==> src/sv/ssls_pkg.sv <==
// shared types, constants and helper functions of the steering servo link supervisor
// no dependencies
package ssls_pkg;

    localparam int APB_ADDR_W = 5;

    // register indexes (paddr[4:2])
    localparam logic [2:0] REG_ZERO_OFFSET    = 3'd0;
    localparam logic [2:0] REG_STARTUP_PERIOD = 3'd1;
    localparam logic [2:0] REG_STARTUP_COUNT  = 3'd2;
    localparam logic [2:0] REG_RECOVER_PERIOD = 3'd3;
    localparam logic [2:0] REG_LINK_TIMEOUT   = 3'd4;

    localparam logic [16:0] RST_ZERO_OFFSET    = 17'd0;
    localparam logic [15:0] RST_STARTUP_PERIOD = 16'd600;
    localparam logic [2:0]  RST_STARTUP_COUNT  = 3'd5;
    localparam logic [15:0] RST_RECOVER_PERIOD = 16'd500;
    localparam logic [15:0] RST_LINK_TIMEOUT   = 16'd1000;

    // op codes
    localparam logic [3:0] OP_RX         = 4'd0;
    localparam logic [3:0] OP_TICK       = 4'd1;
    localparam logic [3:0] OP_CAL_ZERO   = 4'd2;
    localparam logic [3:0] OP_SET_OFFSET = 4'd3;
    localparam logic [3:0] OP_CAL_ANGLE  = 4'd4;
    localparam logic [3:0] OP_ABS_ANGLE  = 4'd5;
    localparam logic [3:0] OP_SPEED      = 4'd6;
    localparam logic [3:0] OP_ENABLE     = 4'd7;
    localparam logic [3:0] OP_DISABLE    = 4'd8;

    // identifiers
    localparam logic [28:0] ID_SERVO_A = 29'h0600_0001;
    localparam logic [28:0] ID_SERVO_B = 29'h0600_0007;
    localparam logic [28:0] ID_HB_A    = 29'h0700_0001;
    localparam logic [28:0] ID_HB_B    = 29'h0700_0007;
    localparam logic [28:0] ID_STD_0   = 29'h0000_0241;
    localparam logic [28:0] ID_STD_1   = 29'h0000_0011;
    localparam logic [28:0] ID_STD_2   = 29'h0000_0017;
    localparam logic [28:0] ID_STD_3   = 29'h0C04_02A1;

    // command payloads
    localparam logic [63:0] MODE_FRAME    = 64'h030D_2031_0000_0000;
    localparam logic [63:0] ENABLE_FRAME  = 64'h230D_2001_0000_0000;
    localparam logic [63:0] DISABLE_FRAME = 64'h230C_2001_0000_0000;
    localparam logic [31:0] COUNT_HDR     = 32'h2302_2001;
    localparam logic [31:0] SPEED_HDR     = 32'h2300_2001;

    // angle count = angle * 5 / 18, division by 18 through reciprocals
    localparam logic [4:0]  SCALE_DIV   = 5'd18;
    localparam logic [11:0] RECIP18_HI  = 12'd3640;     // floor(2^16 / 18)
    localparam logic [20:0] RECIP18_LO  = 21'd1864135;  // floor(2^25 / 18)

    typedef struct packed {
        logic [3:0]         op;
        logic [28:0]        rx_id;
        logic [63:0]        rx_data;
        logic [3:0]         rx_len;
        logic signed [31:0] value;
    } t_item;

    typedef struct packed {
        logic               frame_valid;
        logic [28:0]        frame_id;
        logic [63:0]        frame_data;
        logic               last;
        logic signed [31:0] actual_angle;
        logic signed [31:0] calibrated_angle;
        logic signed [19:0] actual_speed;
        logic               enabled;
        logic               servo_fault;
        logic               hand_override;
        logic signed [31:0] home_angle;
        logic               home_locked;
    } t_result;

    typedef enum logic [1:0] {
        BURST_NONE,
        BURST_PAIR,
        BURST_ENABLE
    } t_burst;

    typedef struct packed {
        logic [31:0] angle;
        logic [31:0] cal;
        logic [19:0] speed;
        logic        enabled;
        logic        error;
        logic        override;
        logic [31:0] home;
        logic        home_ok;
    } t_status;

    typedef struct packed {
        t_burst      burst;
        logic [63:0] data;
        logic        is_angle;
        logic        neg;
        logic [31:0] mag;
        t_status     st;
    } t_desc;

    typedef struct packed {
        logic [15:0] startup_period;
        logic [2:0]  startup_count;
        logic [15:0] recover_period;
        logic [15:0] link_timeout;
        logic        zero_load;
        logic [16:0] zero_value;
    } t_cfg;

    function automatic logic [31:0] f_sat32(input logic [32:0] v);
        logic [31:0] res;
        if (v[32] != v[31]) begin
            res = v[32] ? 32'h8000_0000 : 32'h7FFF_FFFF;
        end else begin
            res = v[31:0];
        end
        return res;
    endfunction

    // floor(5 * r / 18) for a remainder below 18
    function automatic logic [2:0] f_frac5(input logic [4:0] r);
        logic [2:0] res;
        priority if (r >= 5'd15) begin
            res = 3'd4;
        end else if (r >= 5'd11) begin
            res = 3'd3;
        end else if (r >= 5'd8) begin
            res = 3'd2;
        end else if (r >= 5'd4) begin
            res = 3'd1;
        end else begin
            res = 3'd0;
        end
        return res;
    endfunction

endpackage

==> src/sv/ssls_regs.sv <==
// configuration register file behind the apb-style port
// depends on ssls_pkg
module ssls_regs import ssls_pkg::*; (
    input  logic                  i_clk,
    input  logic                  i_rst_n,
    input  logic                  psel,
    input  logic                  penable,
    input  logic                  pwrite,
    input  logic [APB_ADDR_W-1:0] paddr,
    input  logic [31:0]           pwdata,
    output logic [31:0]           prdata,
    output logic                  pready,
    output t_cfg                  o_cfg
);

    logic [16:0] r_zero_init;
    logic [15:0] r_startup_period;
    logic [2:0]  r_startup_count;
    logic [15:0] r_recover_period;
    logic [15:0] r_link_timeout;
    logic        wr_en;
    logic [2:0]  reg_idx;

    assign pready  = 1'b1;
    assign reg_idx = paddr[APB_ADDR_W-1:2];
    assign wr_en   = psel & penable & pwrite;

    always_ff @(posedge i_clk) begin
        if (!i_rst_n) begin
            r_zero_init      <= RST_ZERO_OFFSET;
            r_startup_period <= RST_STARTUP_PERIOD;
            r_startup_count  <= RST_STARTUP_COUNT;
            r_recover_period <= RST_RECOVER_PERIOD;
            r_link_timeout   <= RST_LINK_TIMEOUT;
        end else if (wr_en) begin
            case (reg_idx)
                REG_ZERO_OFFSET:    r_zero_init      <= pwdata[16:0];
                REG_STARTUP_PERIOD: r_startup_period <= pwdata[15:0];
                REG_STARTUP_COUNT:  r_startup_count  <= pwdata[2:0];
                REG_RECOVER_PERIOD: r_recover_period <= pwdata[15:0];
                REG_LINK_TIMEOUT:   r_link_timeout   <= pwdata[15:0];
                default: ;
            endcase
        end
    end

    always_comb begin
        case (reg_idx)
            REG_ZERO_OFFSET:    prdata = {{15{r_zero_init[16]}}, r_zero_init};
            REG_STARTUP_PERIOD: prdata = {16'd0, r_startup_period};
            REG_STARTUP_COUNT:  prdata = {29'd0, r_startup_count};
            REG_RECOVER_PERIOD: prdata = {16'd0, r_recover_period};
            REG_LINK_TIMEOUT:   prdata = {16'd0, r_link_timeout};
            default:            prdata = 32'd0;
        endcase
    end

    // writing the offset register also reloads the live zero offset, unless a request updates the state in that cycle
    always_comb begin
        o_cfg.startup_period = r_startup_period;
        o_cfg.startup_count  = r_startup_count;
        o_cfg.recover_period = r_recover_period;
        o_cfg.link_timeout   = r_link_timeout;
        o_cfg.zero_load      = wr_en && (reg_idx == REG_ZERO_OFFSET);
        o_cfg.zero_value     = pwdata[16:0];
    end

endmodule

==> src/sv/ssls_decode.sv <==
// input register, frame decode, supervisor state and command descriptor
// depends on ssls_pkg
module ssls_decode import ssls_pkg::*; (
    input  logic  i_clk,
    input  logic  i_rst_n,
    input  logic  i_adv,
    input  logic  i_valid,
    input  t_item i_item,
    input  t_cfg  i_cfg,
    output logic  o_ready,
    output logic  o_desc_valid,
    output t_desc o_desc
);

    logic        r_in_valid;
    t_item       r_in;

    logic [31:0] r_now, n_now;
    logic [31:0] r_last_rx, n_last_rx;
    logic        r_rx_seen, n_rx_seen;
    logic [31:0] r_last_check, n_last_check;
    logic [2:0]  r_sends_done, n_sends_done;
    logic [31:0] r_zero_offset, n_zero_offset;
    logic [31:0] r_angle, n_angle;
    logic [31:0] r_angle_cal, n_angle_cal;
    logic [19:0] r_speed, n_speed;
    logic        r_enabled, n_enabled;
    logic        r_error, n_error;
    logic        r_override, n_override;
    logic [31:0] r_home, n_home;
    logic        r_home_ok, n_home_ok;
    logic        r_desc_valid;
    t_desc       r_desc, n_desc;

    logic [7:0]  rx_b [8];
    logic        is_hb, is_std, len_ok, len_full;
    logic [31:0] rx_angle, rx_cal, set_cal, cfg_zero, cfg_cal, cmd_angle;
    logic [19:0] rx_speed;
    logic [15:0] hb_code;
    logic [31:0] now_next, since_check, since_rx;
    logic        startup_due, recover_due, link_lost;

    assign o_ready = i_adv;

    always_comb begin
        for (int k = 0; k < 8; k++) begin
            rx_b[k] = r_in.rx_data[(63 - 8 * k) -: 8];
        end
    end

    assign is_hb  = (r_in.rx_id == ID_HB_A) || (r_in.rx_id == ID_HB_B);
    assign is_std = (r_in.rx_id == ID_STD_0) || (r_in.rx_id == ID_STD_1) ||
                    (r_in.rx_id == ID_STD_2) || (r_in.rx_id == ID_STD_3);
    assign len_ok   = r_in.rx_len >= 4'd6;
    assign len_full = r_in.rx_len >= 4'd8;
    assign hb_code  = {rx_b[6], rx_b[7]};

    // heartbeat carries whole degrees and rpm, standard frames little-endian raw units
    assign rx_angle = is_hb ? ({{16{rx_b[0][7]}}, rx_b[0], rx_b[1]} * 32'd100)
                            : {rx_b[3], rx_b[2], rx_b[1], rx_b[0]};
    assign rx_speed = is_hb ? ({{4{rx_b[2][7]}}, rx_b[2], rx_b[3]} * 20'd10)
                            : {{4{rx_b[5][7]}}, rx_b[5], rx_b[4]};
    assign rx_cal   = f_sat32({rx_angle[31], rx_angle} - {r_zero_offset[31], r_zero_offset});
    assign set_cal  = f_sat32({r_angle[31], r_angle} - {r_in.value[31], r_in.value});
    assign cfg_zero = {{15{i_cfg.zero_value[16]}}, i_cfg.zero_value};
    assign cfg_cal  = f_sat32({r_angle[31], r_angle} - {cfg_zero[31], cfg_zero});
    assign cmd_angle = (r_in.op == OP_CAL_ANGLE)
                     ? f_sat32({r_in.value[31], r_in.value} + {r_zero_offset[31], r_zero_offset})
                     : r_in.value;

    assign now_next    = r_now + 32'd1;
    assign since_check = now_next - r_last_check;
    assign since_rx    = now_next - r_last_rx;
    assign startup_due = since_check >= {16'd0, i_cfg.startup_period};
    assign recover_due = since_check >= {16'd0, i_cfg.recover_period};
    assign link_lost   = r_rx_seen && (since_rx > {16'd0, i_cfg.link_timeout});

    always_comb begin
        n_now         = r_now;
        n_last_rx     = r_last_rx;
        n_rx_seen     = r_rx_seen;
        n_last_check  = r_last_check;
        n_sends_done  = r_sends_done;
        n_zero_offset = r_zero_offset;
        n_angle       = r_angle;
        n_angle_cal   = r_angle_cal;
        n_speed       = r_speed;
        n_enabled     = r_enabled;
        n_error       = r_error;
        n_override    = r_override;
        n_home        = r_home;
        n_home_ok     = r_home_ok;
        n_desc.burst    = BURST_NONE;
        n_desc.data     = 64'd0;
        n_desc.is_angle = 1'b0;
        n_desc.neg      = 1'b0;
        n_desc.mag      = 32'd0;

        unique case (r_in.op)
            OP_RX: begin
                if (len_ok) begin
                    n_last_rx = r_now;
                    n_rx_seen = 1'b1;
                    if (is_hb || is_std) begin
                        n_angle     = rx_angle;
                        n_angle_cal = rx_cal;
                        n_speed     = rx_speed;
                        n_enabled   = 1'b1;
                    end
                    if (is_hb) begin
                        if (!r_home_ok) begin
                            n_home    = rx_angle;
                            n_home_ok = 1'b1;
                        end
                        if (len_full) begin
                            n_enabled  = ~rx_b[7][0];
                            n_error    = hb_code > 16'd1;
                            n_override = rx_b[6][2];
                        end
                    end
                end
            end
            OP_TICK: begin
                n_now = now_next;
                if (r_sends_done < i_cfg.startup_count) begin
                    if (startup_due) begin
                        n_last_check = now_next;
                        n_enabled    = 1'b1;
                        n_desc.burst = BURST_ENABLE;
                        n_sends_done = r_sends_done + 3'd1;
                    end
                end else if ((!r_enabled || link_lost) && recover_due) begin
                    n_last_check = now_next;
                    n_enabled    = 1'b1;
                    n_desc.burst = BURST_ENABLE;
                end
            end
            OP_CAL_ZERO: begin
                n_zero_offset = r_angle;
                n_angle_cal   = 32'd0;
            end
            OP_SET_OFFSET: begin
                n_zero_offset = r_in.value;
                n_angle_cal   = set_cal;
            end
            OP_CAL_ANGLE, OP_ABS_ANGLE: begin
                n_desc.burst    = BURST_PAIR;
                n_desc.is_angle = 1'b1;
                n_desc.neg      = cmd_angle[31];
                n_desc.mag      = cmd_angle[31] ? (32'd0 - cmd_angle) : cmd_angle;
            end
            OP_SPEED: begin
                n_desc.burst = BURST_PAIR;
                n_desc.data  = {SPEED_HDR, r_in.value[15:0], r_in.value[31:16]};
            end
            OP_ENABLE: begin
                n_enabled    = 1'b1;
                n_desc.burst = BURST_ENABLE;
            end
            OP_DISABLE: begin
                n_enabled    = 1'b0;
                n_desc.burst = BURST_PAIR;
                n_desc.data  = DISABLE_FRAME;
            end
            default: ;
        endcase

        // every result shows the state after the whole request
        n_desc.st.angle    = n_angle;
        n_desc.st.cal      = n_angle_cal;
        n_desc.st.speed    = n_speed;
        n_desc.st.enabled  = n_enabled;
        n_desc.st.error    = n_error;
        n_desc.st.override = n_override;
        n_desc.st.home     = n_home;
        n_desc.st.home_ok  = n_home_ok;
    end

    always_ff @(posedge i_clk) begin
        if (!i_rst_n) begin
            r_in_valid    <= 1'b0;
            r_desc_valid  <= 1'b0;
            r_now         <= 32'd0;
            r_last_rx     <= 32'd0;
            r_rx_seen     <= 1'b0;
            r_last_check  <= 32'd0;
            r_sends_done  <= 3'd0;
            r_zero_offset <= {{15{RST_ZERO_OFFSET[16]}}, RST_ZERO_OFFSET};
            r_angle       <= 32'd0;
            r_angle_cal   <= 32'd0;
            r_speed       <= 20'd0;
            r_enabled     <= 1'b0;
            r_error       <= 1'b0;
            r_override    <= 1'b0;
            r_home        <= 32'd0;
            r_home_ok     <= 1'b0;
        end else begin
            if (i_adv) begin
                r_in_valid   <= i_valid;
                r_desc_valid <= r_in_valid;
            end
            if (i_adv && r_in_valid) begin
                r_now         <= n_now;
                r_last_rx     <= n_last_rx;
                r_rx_seen     <= n_rx_seen;
                r_last_check  <= n_last_check;
                r_sends_done  <= n_sends_done;
                r_zero_offset <= n_zero_offset;
                r_angle       <= n_angle;
                r_angle_cal   <= n_angle_cal;
                r_speed       <= n_speed;
                r_enabled     <= n_enabled;
                r_error       <= n_error;
                r_override    <= n_override;
                r_home        <= n_home;
                r_home_ok     <= n_home_ok;
            end else if (i_cfg.zero_load) begin
                r_zero_offset <= cfg_zero;
                r_angle_cal   <= cfg_cal;
            end
        end
    end

    always_ff @(posedge i_clk) begin
        if (i_adv) begin
            r_in   <= i_item;
            r_desc <= n_desc;
        end
    end

    assign o_desc_valid = r_desc_valid;
    assign o_desc       = r_desc;

endmodule

==> src/sv/ssls_scale.sv <==
// angle count pipeline: magnitude * 5 / 18 split into 16-bit halves over three registers
// depends on ssls_pkg
module ssls_scale import ssls_pkg::*; (
    input  logic  i_clk,
    input  logic  i_rst_n,
    input  logic  i_adv,
    input  logic  i_valid,
    input  t_desc i_desc,
    output logic  o_valid,
    output t_desc o_desc
);

    logic        r_a_valid, r_b_valid, r_c_valid;
    t_desc       r_a_desc, r_b_desc, r_c_desc;
    logic [11:0] r_a_qhe;
    logic [10:0] r_b_qh, r_c_qh;
    logic [20:0] r_b_m, r_c_m;
    logic [16:0] r_c_qle;

    logic [27:0] hi_prod;
    logic [16:0] hi_rem_raw;
    logic        hi_fix;
    logic [11:0] hi_q;
    logic [4:0]  hi_rem;
    logic [41:0] lo_prod;
    logic [20:0] lo_rem_raw;
    logic        lo_fix;
    logic [16:0] lo_q;
    logic [4:0]  lo_rem;
    logic [26:0] quot;
    logic [31:0] count_mag, count_raw;

    // high half estimate, low by at most one
    assign hi_prod = 28'(i_desc.mag[31:16]) * 28'(RECIP18_HI);

    assign hi_rem_raw = {1'b0, r_a_desc.mag[31:16]} - (17'(r_a_qhe) * 17'(SCALE_DIV));
    assign hi_fix     = hi_rem_raw >= 17'(SCALE_DIV);
    assign hi_q       = hi_fix ? (r_a_qhe + 12'd1) : r_a_qhe;
    assign hi_rem     = hi_fix ? 5'(hi_rem_raw - 17'(SCALE_DIV)) : hi_rem_raw[4:0];

    // remainder of high half joined with the low half, below 18 * 2^16
    assign lo_prod = 42'(r_b_m) * 42'(RECIP18_LO);

    assign lo_rem_raw = r_c_m - (21'(r_c_qle) * 21'(SCALE_DIV));
    assign lo_fix     = lo_rem_raw >= 21'(SCALE_DIV);
    assign lo_q       = lo_fix ? (r_c_qle + 17'd1) : r_c_qle;
    assign lo_rem     = lo_fix ? 5'(lo_rem_raw - 21'(SCALE_DIV)) : lo_rem_raw[4:0];

    assign quot      = {r_c_qh, lo_q[15:0]};
    assign count_mag = (32'(quot) * 32'd5) + 32'(f_frac5(lo_rem));
    assign count_raw = r_c_desc.neg ? (32'd0 - count_mag) : count_mag;

    always_ff @(posedge i_clk) begin
        if (!i_rst_n) begin
            r_a_valid <= 1'b0;
            r_b_valid <= 1'b0;
            r_c_valid <= 1'b0;
        end else if (i_adv) begin
            r_a_valid <= i_valid;
            r_b_valid <= r_a_valid;
            r_c_valid <= r_b_valid;
        end
    end

    always_ff @(posedge i_clk) begin
        if (i_adv) begin
            r_a_desc <= i_desc;
            r_a_qhe  <= hi_prod[27:16];
            r_b_desc <= r_a_desc;
            r_b_qh   <= hi_q[10:0];
            r_b_m    <= {hi_rem, r_a_desc.mag[15:0]};
            r_c_desc <= r_b_desc;
            r_c_qh   <= r_b_qh;
            r_c_m    <= r_b_m;
            r_c_qle  <= lo_prod[41:25];
        end
    end

    always_comb begin
        o_desc = r_c_desc;
        if (r_c_desc.is_angle) begin
            o_desc.data = {COUNT_HDR, count_raw[15:0], count_raw[31:16]};
        end
    end

    assign o_valid = r_c_valid;

endmodule

==> src/sv/ssls_outbuf.sv <==
// result register: holds one descriptor and sends its frames one per request
// depends on ssls_pkg
module ssls_outbuf import ssls_pkg::*; (
    input  logic    i_clk,
    input  logic    i_rst_n,
    input  logic    i_valid,
    input  t_desc   i_desc,
    input  logic    i_ready,
    output logic    o_valid,
    output t_result o_result,
    output logic    o_adv
);

    logic       r_valid;
    logic [1:0] r_beat;
    t_desc      r_desc;
    logic       last_beat;

    always_comb begin
        o_result.frame_valid = 1'b1;
        o_result.frame_id    = r_beat[0] ? ID_SERVO_B : ID_SERVO_A;
        o_result.frame_data  = r_desc.data;
        last_beat            = 1'b1;
        unique case (r_desc.burst)
            BURST_NONE: begin
                o_result.frame_valid = 1'b0;
                o_result.frame_id    = 29'd0;
                o_result.frame_data  = 64'd0;
            end
            BURST_PAIR: begin
                last_beat = r_beat == 2'd1;
            end
            BURST_ENABLE: begin
                // mode frame to both ids, then the enable frame to both
                o_result.frame_data = r_beat[1] ? ENABLE_FRAME : MODE_FRAME;
                last_beat           = r_beat == 2'd3;
            end
            default: begin
                o_result.frame_valid = 1'b0;
                o_result.frame_id    = 29'd0;
                o_result.frame_data  = 64'd0;
            end
        endcase
        o_result.last             = last_beat;
        o_result.actual_angle     = r_desc.st.angle;
        o_result.calibrated_angle = r_desc.st.cal;
        o_result.actual_speed     = r_desc.st.speed;
        o_result.enabled          = r_desc.st.enabled;
        o_result.servo_fault      = r_desc.st.error;
        o_result.hand_override    = r_desc.st.override;
        o_result.home_angle       = r_desc.st.home;
        o_result.home_locked      = r_desc.st.home_ok;
    end

    assign o_valid = r_valid;
    assign o_adv   = !r_valid || (i_ready && last_beat);

    always_ff @(posedge i_clk) begin
        if (!i_rst_n) begin
            r_valid <= 1'b0;
            r_beat  <= 2'd0;
        end else if (o_adv) begin
            r_valid <= i_valid;
            r_beat  <= 2'd0;
        end else if (i_ready) begin
            r_beat <= r_beat + 2'd1;
        end
    end

    always_ff @(posedge i_clk) begin
        if (o_adv) begin
            r_desc <= i_desc;
        end
    end

endmodule

==> src/sv/steering_servo_link_supervisor.sv <==
// throughput: one request per cycle while the result side is ready; a request with
// several command frames holds the result register until its last frame is taken
// (two frames for angle, speed and disable, four for enable)
// the pipeline moves as one: input register, decode, three scaling stages, result
// reset: synchronous active low, clears all supervisor state and loads register defaults
module steering_servo_link_supervisor import ssls_pkg::*; (
    input  logic                  i_clk,
    input  logic                  i_rst_n,
    input  logic                  i_valid,
    output logic                  o_ready,
    input  t_item                 i_item,
    output logic                  o_valid,
    input  logic                  i_ready,
    output t_result               o_result,
    input  logic                  psel,
    input  logic                  penable,
    input  logic                  pwrite,
    input  logic [APB_ADDR_W-1:0] paddr,
    input  logic [31:0]           pwdata,
    output logic [31:0]           prdata,
    output logic                  pready
);

    t_cfg  cfg;
    logic  adv;
    logic  dec_valid, scl_valid;
    t_desc dec_desc, scl_desc;

    ssls_regs u_regs (
        .i_clk   (i_clk),
        .i_rst_n (i_rst_n),
        .psel    (psel),
        .penable (penable),
        .pwrite  (pwrite),
        .paddr   (paddr),
        .pwdata  (pwdata),
        .prdata  (prdata),
        .pready  (pready),
        .o_cfg   (cfg)
    );

    ssls_decode u_decode (
        .i_clk        (i_clk),
        .i_rst_n      (i_rst_n),
        .i_adv        (adv),
        .i_valid      (i_valid),
        .i_item       (i_item),
        .i_cfg        (cfg),
        .o_ready      (o_ready),
        .o_desc_valid (dec_valid),
        .o_desc       (dec_desc)
    );

    ssls_scale u_scale (
        .i_clk   (i_clk),
        .i_rst_n (i_rst_n),
        .i_adv   (adv),
        .i_valid (dec_valid),
        .i_desc  (dec_desc),
        .o_valid (scl_valid),
        .o_desc  (scl_desc)
    );

    ssls_outbuf u_outbuf (
        .i_clk    (i_clk),
        .i_rst_n  (i_rst_n),
        .i_valid  (scl_valid),
        .i_desc   (scl_desc),
        .i_ready  (i_ready),
        .o_valid  (o_valid),
        .o_result (o_result),
        .o_adv    (adv)
    );

endmodule

==> config.mk <==
export PLATFORM = sky130hd
export DESIGN_NAME = steering_servo_link_supervisor
export DESIGN_NICKNAME = d
export VERILOG_FILES = /design/src/sv/ssls_pkg.sv /design/src/sv/ssls_regs.sv /design/src/sv/ssls_decode.sv /design/src/sv/ssls_scale.sv /design/src/sv/ssls_outbuf.sv /design/src/sv/steering_servo_link_supervisor.sv
export SDC_FILE = /design/constraint.sdc
export NUM_CORES = 2
export LEC_CHECK = 0
export ABC_CLOCK_PERIOD_IN_PS = 117400
export BUFFER_PORTS_ARGS = -buffer_cell sky130_fd_sc_hd__buf_2
export CAP_MARGIN = 40
export CORE_MARGIN = 3
export CORE_UTILIZATION = 40
export DETAILED_ROUTE_END_ITERATION = 16
export GPL_ROUTABILITY_DRIVEN = 0
export PLACE_DENSITY_LB_ADDON = 0.15
export REMOVE_ABC_BUFFERS = 1
export SETUP_SLACK_MARGIN = 0.5
export SLEW_MARGIN = 20
export SYNTH_ARGS = -nofsm -noshare
export SYNTH_HDL_FRONTEND = slang
export SYNTH_HIERARCHICAL = 1
export SYNTH_SLANG_ARGS = --single-unit
==> constraint.sdc <==
create_clock -name i_clk -period 117.4 [get_ports i_clk]
set_input_delay 23.48 -clock i_clk [delete_from_list [all_inputs] [get_ports i_clk]]
set_output_delay 23.48 -clock i_clk [all_outputs]
set_load 0.01 [all_outputs]
==> results.toml <==
[run_status]
outcome = "complete, no violations"

[timing]
tightest_slew_ns = 0.958
whs_ns = 0.393
drv_slew = 0
tns_ns = 0
min_period_over_period = 0.416
max-slew-margin-rel = 0.351
min_period_ns = 48.85
hold_violations = 0
finalSetupViolCount = 0
fmax_mhz = 20.5
clock_skew_ns = 0.0585
rsz0062_at_grt = "false"

[routing]
dr.pass1.iters = 6
drt-wirelength-per-cell_microns = 21.0
num_vias = 59500
viasPerCell = 5.37
initialDrtViolationCount = 4483
drt_wl_total_mm = 233
ant_nets = 0
drc = 0

[clock_network]
cts_hold_buf = 0
cts.htree.levels = 4
cts_root_buf = "clkbuf_16"
max-clock-path-buffers = 3
clock_latency_ns = 0.85
cts_setup_buffers = 0
ctsResizeCount = 0
clock-sinks = 1525
clk_transition_reported_paths_ns = 0.06
cts_tree = "built"
cts_buffers = 172

[setup_path]
regToRegSetupSlack_ns = 106.43
crit_fanout = 26
rr_worst_depth = 40
crit_path_end_kind = "output pin"
worstReg2RegStart = "u_scale/r_c_qle[3]$_DFFE_PP_"
reg2reg_to = "u_outbuf/r_desc[167]$_DFFE_PP_"
cp.required_ns = 93.92
start_kind = "primary input"
arrival_ns = 25.37
critical_path_class = "in2out"

[layout]
multiInputGateArea_sq_um = 39400
nFillCells = 20300
final_cell_area_sq_um = 96600
seqCellArea_sq_um = 42500
fin_util = 0.445
syn_to_final_growth_pct = 10.3
layout-drive-gt1-share = 0.115
finalNonFillerCells = 11100
final_nets = 9152

[power_and_ir_drop]
cellLeakagePower_nw = 42.5
power_density_nw_per_um2 = 20.8
ir_drop_mv = 0.0300

[global_route]
grt_pass1_wl_mm = 349
antenna_found_initial = 13
gr-usage-all-layers = 0.203
grt_pass1_vias = 57500
overflow = 0
grt_max_degree = 156

[floorplanning]
rows = 171
core-area_sq_um = 217000
die_y_microns = 474
ios = 427
dieArea_sq_um = 225000
start_util = 0.403
die_w_microns = 474

[placed_design]
io_buffers = 383
place_inst = 10800
placed_area_sq_um = 90600
detailed_place_hpwl_mm = 176

[min_path]
hold_path_depth = 0
holdPathEnd = "u_scale/r_b_desc[180]$_DFFE_PP_"
hp-start = "u_scale/r_a_desc[180]$_DFFE_PP_"
holdCritPathClass = "reg2reg"

[synth]
syn-mean-instance-area_sq_um = 11.0
syn-instance-count = 7982
yosysWarnings = 6
netlist_area_sq_um = 87600

[run]
drv_cap = 0
==> layer usage <==
metal,vias to the layer above,global-route usage,share of wire
li1,28600,-,-
met1,28800,0.279,0.45
met2,1714,0.320,0.45
met3,378,0.0287,0.055
met4,2,0.0838,0.043
met5,-,0,0.000030
==> final cells by class <==
type,instances,area share
diodes,3,0.0000777
clock buffers,204,0.0460
clock inverters,119,0.0155
inverters,606,0.0236
multi-input cells,5295,0.407
flip-flops and latches,1525,0.440
well taps,2854,0.0370
repair buffers,480,0.0307
==> critical path: stages <==
cell	delay, ns
buf_2	0.57
and3b_1	0.76
nand2_1	0.11
o21ai_0	0.21
buf_2	0.22
==> layout by cell type (no fill, tap or decap), types with 50 or more instances in the layout <==
| master | count |
|---|---|
| nor2b_1 | 83 |
| a21oi_1 | 501 |
| xnor2_1 | 232 |
| nor3_1 | 135 |
| and3_1 | 52 |
| nand2_1 | 746 |
| a21o_1 | 161 |
| edfxtp_1 | 1197 |
| nor2_1 | 438 |
| nand2b_1 | 57 |
| inv_1 | 603 |
| a211oi_1 | 54 |
| clkbuf_16 | 172 |
| o21ai_0 | 382 |
| dfxtp_1 | 328 |
| fa_1 | 175 |
| ha_1 | 720 |
| nand3_1 | 122 |
| o21a_1 | 73 |
| buf_4 | 70 |
| o211ai_1 | 83 |
| xor2_1 | 151 |
| mux2i_1 | 169 |
| buf_2 | 384 |
| conb_1 | 50 |
| and2_4 | 52 |
==> where the power goes <==
part           total (mW)  leakage (nW)  internal (mW)  switching [mW]
logic               0.805          22.9          0.336           0.469
clock network       0.558          2.84          0.324           0.234
registers           0.645          16.8          0.621          0.0238
==> registers in the layout, indices dropped and copies added (netlist names), 17 cells and up <==
register / flops
u_decode/o_desc: 190
u_decode/r_angle: 32
u_decode/r_angle_cal: 32
u_decode/r_home: 32
u_decode/r_in: 68
u_decode/r_last_check: 32
u_decode/r_last_rx: 32
u_decode/r_now: 32
u_decode/r_speed: 20
u_decode/r_zero_offset: 32
u_decode/rx_b: 64
u_outbuf/o_result: 120
u_outbuf/r_desc: 66
u_regs/r_zero_init: 17
u_scale/o_desc: 141
u_scale/r_a_desc: 220
u_scale/r_b_desc: 205
u_scale/r_c_desc: 64
u_scale/r_c_qle: 17
==> worst max path at each step <==
stage / from / to / slack [ns] / cells past startpoint
floorplan: i_ready / u_decode/r_zero_offset[0]$_SDFFE_PN0P_ / 8.12 / 6
global placement: paddr[4] / prdata[7] / 68.31 / 5
detailed placement: paddr[2] / prdata[7] / 68.53 / 5
CTS: paddr[2] / prdata[7] / 68.53 / 5
global route: paddr[2] / prdata[7] / 68.41 / 5
finish: paddr[2] / prdata[7] / 68.55 / 5
==> per-stage QoR <==
stage                     total power, mW  worst slack [ns]
after floorplan                      1.27              8.12
after global placement               1.45             68.31
after detailed placement             1.46             68.53
after CTS                            2.03             68.53
after global routing                 2.17             68.41
final                                2.01             68.55
Power figures use the tool's default switching activity.
